## src/design/signed_int_to_decimal_ascii_macros.svh

```systemverilog
// Assertion macros for the signed integer to decimal text converter.
// Expects clk and rst_n in scope at the point of use.
`ifndef SIGNED_INT_TO_DECIMAL_ASCII_MACROS_SVH
`define SIGNED_INT_TO_DECIMAL_ASCII_MACROS_SVH

// Same-cycle implication, disabled while in reset.
`define SITDA_ASSERT_NOW(lbl, ante, cons, msg) \
  lbl: assert property (@(posedge clk) disable iff (!rst_n) (ante) |-> (cons)) \
    else $error(msg);

// Next-cycle implication, disabled while in reset.
`define SITDA_ASSERT_NEXT(lbl, ante, cons, msg) \
  lbl: assert property (@(posedge clk) disable iff (!rst_n) (ante) |=> (cons)) \
    else $error(msg);

`endif

```

## src/design/sitda_pkg.sv

```systemverilog
// Shared constants for the signed integer to decimal text converter.
// No dependencies.
package sitda_pkg;

  localparam int DATA_WIDTH_DEF = 32;
  localparam int CHAR_W         = 6;
  // Binary bits folded into the BCD register per cycle.
  localparam int BITS_PER_STEP  = 4;

  localparam logic [CHAR_W-1:0] CHAR_MINUS = 6'd45;
  localparam logic [CHAR_W-1:0] CHAR_ZERO  = 6'd48;

  // Decimal digits that cover any unsigned value of the given width.
  function automatic int dec_digits(input int width);
    return (width * 30103) / 100000 + 1;
  endfunction

endpackage

```

## src/design/signed_int_to_decimal_ascii.sv

```systemverilog
// Signed integer to decimal ASCII text, one character per output beat.
// Depends on sitda_pkg and signed_int_to_decimal_ascii_macros.svh.
//
// Usage:
//   Input channel (in_valid/in_ready/in_value) takes one two's complement
//   integer of DATA_WIDTH bits. The output channel (out_valid/out_ready)
//   delivers its decimal text, most significant first: a '-' for negative
//   values, then the digits, with out_last set on the final digit. Zero
//   gives the single character '0'; the most negative value is handled.
//   Sequence: after the input beat, the BCD converter folds four binary
//   bits per cycle until all DATA_WIDTH bits are in, then the ST_FIND
//   state locates the leading digit, then one character goes out per
//   cycle while the receiver takes them. in_ready is high only between
//   numbers; the next number may enter while the last character still
//   waits in the output register.
//   When out_ready is low the output register holds its beat and the
//   emit sequencer waits. Reset (synchronous, rst_n low) drops any number
//   in flight and empties the output register.
module signed_int_to_decimal_ascii #(
  parameter int DATA_WIDTH = sitda_pkg::DATA_WIDTH_DEF
) (
  input  logic                         clk,
  input  logic                         rst_n,
  input  logic                         in_valid,
  output logic                         in_ready,
  input  logic signed [DATA_WIDTH-1:0] in_value,
  output logic                         out_valid,
  input  logic                         out_ready,
  output logic [sitda_pkg::CHAR_W-1:0] out_character,
  output logic                         out_last
);

  localparam int SHIFT = sitda_pkg::BITS_PER_STEP;
  localparam int STEPS = (DATA_WIDTH + SHIFT - 1) / SHIFT;
  localparam int PAD_W = STEPS * SHIFT;
  localparam int NDIG  = sitda_pkg::dec_digits(DATA_WIDTH);
  localparam int BCD_W = NDIG * 4;
  localparam int CNT_W = $clog2(STEPS);
  localparam int DIG_W = $clog2(NDIG);

  localparam logic [1:0] ST_IDLE = 2'd0;
  localparam logic [1:0] ST_CONV = 2'd1;
  localparam logic [1:0] ST_FIND = 2'd2;
  localparam logic [1:0] ST_EMIT = 2'd3;

  logic [1:0]                   state_r, state_nxt;
  logic [CNT_W-1:0]             cnt_r, cnt_nxt;
  logic [PAD_W-1:0]             bin_r, bin_nxt;
  logic [BCD_W-1:0]             bcd_r, bcd_nxt;
  logic                         neg_r, neg_nxt;
  logic                         sign_pend_r, sign_pend_nxt;
  logic [DIG_W-1:0]             dig_r, dig_nxt;
  logic                         out_valid_r, out_valid_nxt;
  logic [sitda_pkg::CHAR_W-1:0] out_char_r, out_char_nxt;
  logic                         out_last_r, out_last_nxt;

  logic [DATA_WIDTH-1:0]        in_mag;
  logic [BCD_W+PAD_W-1:0]       dab_work;
  logic [DIG_W-1:0]             lead_idx;
  logic [3:0]                   cur_nib;
  logic                         out_load;

  // Magnitude as unsigned; the most negative value maps onto itself.
  assign in_mag = in_value[DATA_WIDTH-1] ? (~in_value + 1'b1) : in_value;

  // Shift-add-3 unit: fold SHIFT binary bits into the BCD digits.
  always_comb begin
    dab_work = {bcd_r, bin_r};
    for (int s = 0; s < SHIFT; s++) begin
      for (int k = 0; k < NDIG; k++) begin
        if (dab_work[PAD_W + 4*k +: 4] >= 4'd5) begin
          dab_work[PAD_W + 4*k +: 4] = dab_work[PAD_W + 4*k +: 4] + 4'd3;
        end
      end
      dab_work = {dab_work[BCD_W+PAD_W-2:0], 1'b0};
    end
  end

  // Highest nonzero digit; zero keeps the units digit.
  always_comb begin
    lead_idx = '0;
    for (int k = 1; k < NDIG; k++) begin
      if (bcd_r[4*k +: 4] != 4'd0) begin
        lead_idx = DIG_W'(k);
      end
    end
  end

  assign cur_nib  = bcd_r[dig_r*4 +: 4];
  assign out_load = (state_r == ST_EMIT) && (!out_valid_r || out_ready);

  always_comb begin
    state_nxt     = state_r;
    cnt_nxt       = cnt_r;
    bin_nxt       = bin_r;
    bcd_nxt       = bcd_r;
    neg_nxt       = neg_r;
    sign_pend_nxt = sign_pend_r;
    dig_nxt       = dig_r;
    out_valid_nxt = out_valid_r;
    out_char_nxt  = out_char_r;
    out_last_nxt  = out_last_r;

    if (out_valid_r && out_ready) begin
      out_valid_nxt = 1'b0;
    end

    case (state_r)
      ST_IDLE: begin
        if (in_valid) begin
          bin_nxt   = PAD_W'(in_mag);
          bcd_nxt   = '0;
          neg_nxt   = in_value[DATA_WIDTH-1];
          cnt_nxt   = CNT_W'(STEPS - 1);
          state_nxt = ST_CONV;
        end
      end
      ST_CONV: begin
        bcd_nxt = dab_work[PAD_W +: BCD_W];
        bin_nxt = dab_work[PAD_W-1:0];
        if (cnt_r == '0) begin
          state_nxt = ST_FIND;
        end else begin
          cnt_nxt = cnt_r - 1'b1;
        end
      end
      ST_FIND: begin
        dig_nxt       = lead_idx;
        sign_pend_nxt = neg_r;
        state_nxt     = ST_EMIT;
      end
      ST_EMIT: begin
        if (out_load) begin
          out_valid_nxt = 1'b1;
          if (sign_pend_r) begin
            out_char_nxt  = sitda_pkg::CHAR_MINUS;
            out_last_nxt  = 1'b0;
            sign_pend_nxt = 1'b0;
          end else begin
            out_char_nxt = sitda_pkg::CHAR_ZERO + {2'b00, cur_nib};
            out_last_nxt = (dig_r == '0);
            if (dig_r == '0) begin
              state_nxt = ST_IDLE;
            end else begin
              dig_nxt = dig_r - 1'b1;
            end
          end
        end
      end
      default: begin
        state_nxt = ST_IDLE;
      end
    endcase
  end

  always_ff @(posedge clk) begin
    if (!rst_n) begin
      state_r     <= ST_IDLE;
      out_valid_r <= 1'b0;
    end else begin
      state_r     <= state_nxt;
      out_valid_r <= out_valid_nxt;
    end
  end

  always_ff @(posedge clk) begin
    cnt_r       <= cnt_nxt;
    bin_r       <= bin_nxt;
    bcd_r       <= bcd_nxt;
    neg_r       <= neg_nxt;
    sign_pend_r <= sign_pend_nxt;
    dig_r       <= dig_nxt;
    out_char_r  <= out_char_nxt;
    out_last_r  <= out_last_nxt;
  end

  assign in_ready      = (state_r == ST_IDLE);
  assign out_valid     = out_valid_r;
  assign out_character = out_char_r;
  assign out_last      = out_last_r;

`include "signed_int_to_decimal_ascii_macros.svh"

  `SITDA_ASSERT_NEXT(a_accept_starts_conv, in_valid && in_ready, state_r == ST_CONV,
                     "accepted beat did not start conversion")
  `SITDA_ASSERT_NOW(a_minus_not_last, out_valid && out_character == sitda_pkg::CHAR_MINUS,
                    !out_last, "minus sign flagged as last")
  `SITDA_ASSERT_NOW(a_char_range, out_valid,
                    out_character == sitda_pkg::CHAR_MINUS ||
                    (out_character >= sitda_pkg::CHAR_ZERO &&
                     out_character <= sitda_pkg::CHAR_ZERO + 6'd9),
                    "character outside sign and digits")
  `SITDA_ASSERT_NEXT(a_find_to_emit, state_r == ST_FIND,
                     state_r == ST_EMIT && sign_pend_r == neg_r,
                     "leading digit search did not enter emit")
  `SITDA_ASSERT_NOW(a_sign_first, state_r == ST_EMIT && sign_pend_r, neg_r,
                    "sign pending for a nonnegative number")

endmodule
```

## config.mk

```make
export PLATFORM = sky130hd
export DESIGN_NAME = signed_int_to_decimal_ascii
export DESIGN_NICKNAME = d
export VERILOG_FILES = /design/src/design/sitda_pkg.sv /design/src/design/signed_int_to_decimal_ascii.sv
export VERILOG_INCLUDE_DIRS = /design/src /design/src/design
export SDC_FILE = /design/constraint.sdc
export NUM_CORES = 1
export LEC_CHECK = 0
export ABC_AREA = 1
export BUFFER_PORTS_ARGS = -buffer_cell sky130_fd_sc_hd__buf_2
export CORE_ASPECT_RATIO = 2
export CORE_MARGIN = 4
export CORE_UTILIZATION = 60
export DETAILED_ROUTE_END_ITERATION = 10
export GPL_ROUTABILITY_DRIVEN = 0
export PLACE_DENSITY = 0.78
export SYNTH_ARGS = -nofsm -noshare
export SYNTH_HDL_FRONTEND = slang
export SYNTH_SLANG_ARGS = --single-unit
```

## constraint.sdc

```tcl
create_clock -name clk -period 8.8 [get_ports clk]
set_clock_uncertainty 0.1 [all_clocks]
set_input_delay 0.88 -clock clk [delete_from_list [all_inputs] [get_ports clk]]
set_output_delay 0.88 -clock clk [all_outputs]
set_load 0.01 [all_outputs]
```

==> impl_metrics.py <==
metrics = {
    "run_status": {
        "outcome": "completed",
    },
    "yosys": {
        "postSynth.asyncResetShare": 0,
        "postSynthCellCount": 1288,
        "synth-main-ff-cell": "edfxtp_1",
        "synthSimpleGateAreaFrac": 0.398,
        "synth_nets": 1364,
        "ys_ff_latch": 90,
        "synth_top_family_by_area": "simple AND/OR/NAND/NOR gates",
        "synthMuxAreaShare": 0,
        "yosysWarnings": 0,
        "synth_area_mm2": 0.00877,
        "synth_xor_area_frac": 0.0160,
        "synth_edf_count": 87,
        "synth_compound_area_frac": 0.124,
        "ys_types": 44,
        "syn_avg_cell_area_um2": 6.81,
        "synthAdderAreaFrac": 0.0570,
        "synth-seq-area-share": 0.305,
    },
    "final_layout": {
        "final_core_util": 0.659,
        "num_antenna_cells": 0,
        "mostFrequentLayoutCells": "336 x nand2_1, 182 x inv_1, 106 x nand3_1",
        "multi_input_area_mm2": 0.00524,
        "drive_above_1_share": 0.176,
        "nNetsFinal": 1398,
        "area_delta_synth_final_pct": 7.77,
        "n_fill_cell": 1330,
        "final_common_cell": "nand2_1",
        "regArea_mm2": 0.00267,
    },
    "sta": {
        "hold_viol_final": 0,
        "finalSetupTns_ns": 0,
        "setup_viol": 0,
        "report.final.slew_viol_count": 0,
        "slew_headroom": 0.385,
        "tightest_slew_ns": 0.920,
        "rsz0062_at_grt": "false",
        "final.min_clock_period_ns": 3.65,
        "timing.final.crit_share": 0.414,
        "max_freq_ghz": 0.274,
    },
    "clock_network": {
        "hold_buffers": 0,
        "clk_latency_ns": 0.35,
        "cts_max_level": 3,
        "cts_resized": 0,
        "cts_sinks": 90,
        "numCtsBuffers": 9,
        "post_cts_buffers": 0,
        "ctsLongestPathBuffers": 2,
        "root_buffer": "clkbuf_16",
        "cts.reportedPaths.clkPinSlew_ns": 0.07,
        "cts_tree": "yes",
    },
    "global_route": {
        "grt_pass1_wl_um": 34600,
        "gr-total-overflow": 0,
        "grt_max_degree": 54,
        "antenna_found_initial": 0,
        "grt_pass1_vias": 8108,
        "grt_use_total": 0.253,
    },
    "critical_path": {
        "reg2reg_depth": 24,
        "end_kind": "flop",
        "reg2reg_to": "bcd_r[37]",
        "worstPathMaxFanout": 4,
        "regToRegSetupSlack_ns": 5.15,
        "cp_slowest_cell": "edfxtp_1",
        "critical_path_required_ns": 8.80,
        "crit_start": "bcd_r[32]",
        "start_kind": "flop",
        "cp_top_family": "simple AND/OR/NAND/NOR gates",
        "cp_num_buf_inv": 4,
        "max_stage_delay_ns": 0.42,
        "crit_top_cell": "nand2_1",
        "critical_path_class": "flop to flop",
        "path_cells": "inv_1 -> ha_1 -> inv_1 -> nand2_1 -> nand3_1 -> nand3_1 -> inv_1 -> ha_1 -> nand3b_1 -> nand2_1 -> nand3_1 -> and2_1 -> ha_1 -> inv_1 -> nand4_1 -> nand2_1 -> nand2_1 -> nand2_1 -> nand2_1 -> ha_1 -> nand2_1 -> nand3_1 -> a21oi_1 -> nor2_1",
        "arrival_ns": 3.64,
        "r2r-start": "bcd_r[32]",
    },
    "hold_path": {
        "hold_start": "bin_r[28]",
        "holdCritPathClass": "flop to flop",
        "hold_path_end": "bcd_r[0]",
        "min_path_cells": 2,
    },
    "place": {
        "dp_hpwl_um": 16200,
        "portBuffers": 43,
    },
    "drt": {
        "route.detailed.drc": 0,
        "vias": 8300,
        "dr.pass1.iters": 5,
        "wl_per_cell_um": 13.3,
        "drt_iter0_drc": 423,
        "routed_wl_um": 20100,
        "via_per_inst": 5.46,
        "detail-route-antenna-nets": 0,
    },
    "floorplanning": {
        "rows": 62,
        "ios": 45,
        "die-area_mm2": 0.0167,
        "die_w_um": 93.5,
        "die_y_um": 179,
        "core_area_mm2": 0.0144,
        "start_util": 0.611,
    },
    "job": {
        "cap_violations": 0,
    },
}
## synth_stat cells, types with 3 or more instances
| master | n | area (um^2) |
|---|---|---|
| nand2_1 | 336 | 1260 |
| inv_1 | 182 | 683 |
| nand3_1 | 106 | 531 |
| nor2_1 | 88 | 330 |
| edfxtp_1 | 87 | 2610 |
| nand2_2 | 80 | 500 |
| a21oi_1 | 69 | 345 |
| o21ai_0 | 67 | 335 |
| ha_1 | 40 | 500 |
| nand3_2 | 27 | 270 |
| inv_2 | 22 | 82.6 |
| clkbuf_1 | 20 | 75.1 |
| nand4_1 | 19 | 119 |
| o21ai_2 | 16 | 140 |
| nor3_1 | 15 | 75.1 |
| xnor2_1 | 13 | 114 |
| o21ai_1 | 11 | 55.1 |
| nand2_4 | 8 | 90.1 |
| nand3b_1 | 7 | 52.6 |
| nor3_2 | 7 | 70.1 |
| nor4_1 | 7 | 43.8 |
| o211ai_1 | 6 | 45.0 |
| and2_1 | 5 | 31.3 |
| o21bai_1 | 5 | 37.5 |
| o31ai_1 | 5 | 37.5 |
| a31oi_1 | 4 | 25.0 |
| a211oi_1 | 3 | 22.5 |
| and3_1 | 3 | 18.8 |
| clkinv_1 | 3 | 11.3 |
| dfxtp_1 | 3 | 60.1 |
| nand3_4 | 3 | 52.6 |
| nor2_2 | 3 | 18.8 |
| xor2_1 | 3 | 26.3 |
## tightest hold or removal path, cell delays in order, from the launching register on
cell and delay (ns):
edfxtp_1 0.32, nand2_1 0.05, inv_1 0.04
## registers in the layout (all words and copies together), names as in the netlist
name,flops
out_last,1
state_r,2
bin_r,32
out_character,5
bcd_r,40
cnt_r,3
sign_pend_r,1
dig_r,4
neg_r,1
out_valid,1
## worst max path at each step
stage	to	slack, ns	depth (start not counted)
final	bcd_r[37]	5.15	24
after global routing	bcd_r[38]	4.83	24
after CTS	bcd_r[37]	5.18	24
after detailed placement	bcd_r[37]	5.19	24
after global placement	bcd_r[37]	5.37	24
after floorplan	bcd_r[0]	4.24	2
## final cells by class
cell class	instances	area share
Multi-Input combinational cell	968	0.554
Sequential cell	90	0.283
Inverter	207	0.0822
Tap cell	192	0.0254
Timing Repair Buffer	46	0.0251
Clock buffer	9	0.0238
Clock inverter	7	0.00648
## stage by stage
stage | instances | setup WS (ns) | instance area [um^2] | hold slack, ns
after global placement | 1503 | 5.37 | 9170 | 0.392
after floorplan | 1288 | 4.24 | 8770 | 0.381
after CTS | 1519 | 5.18 | 9460 | 0.409
final | 1519 | 5.15 | 9460 | 0.407
after global routing | 1519 | 4.83 | 9460 | 0.462
after detailed placement | 1503 | 5.19 | 9170 | 0.391
## cells by family (layout without fill, tap and decap cells)
kind of cell    count (synthesis)  in the layout
fa+ha+maj                      40             40
flops                          90             90
buf+inv                       230            269
compound gates                192            192
other cells                     1              1
xor+xnor                       16             16
simple gates                  719            719
## metal layers
metal	share of wire	track usage	wire length (um)	up-vias
met3	0.030	0.0273	601	40
li1	-	-	-	4299
met5	0	0	0	-
met4	0.025	0.0911	505	0
met1	0.35	0.245	7040	3795
met2	0.60	0.525	12000	166
Power is not shown: default switching activity piles up to over one toggle a cycle in this logic, so the estimate is an artifact.
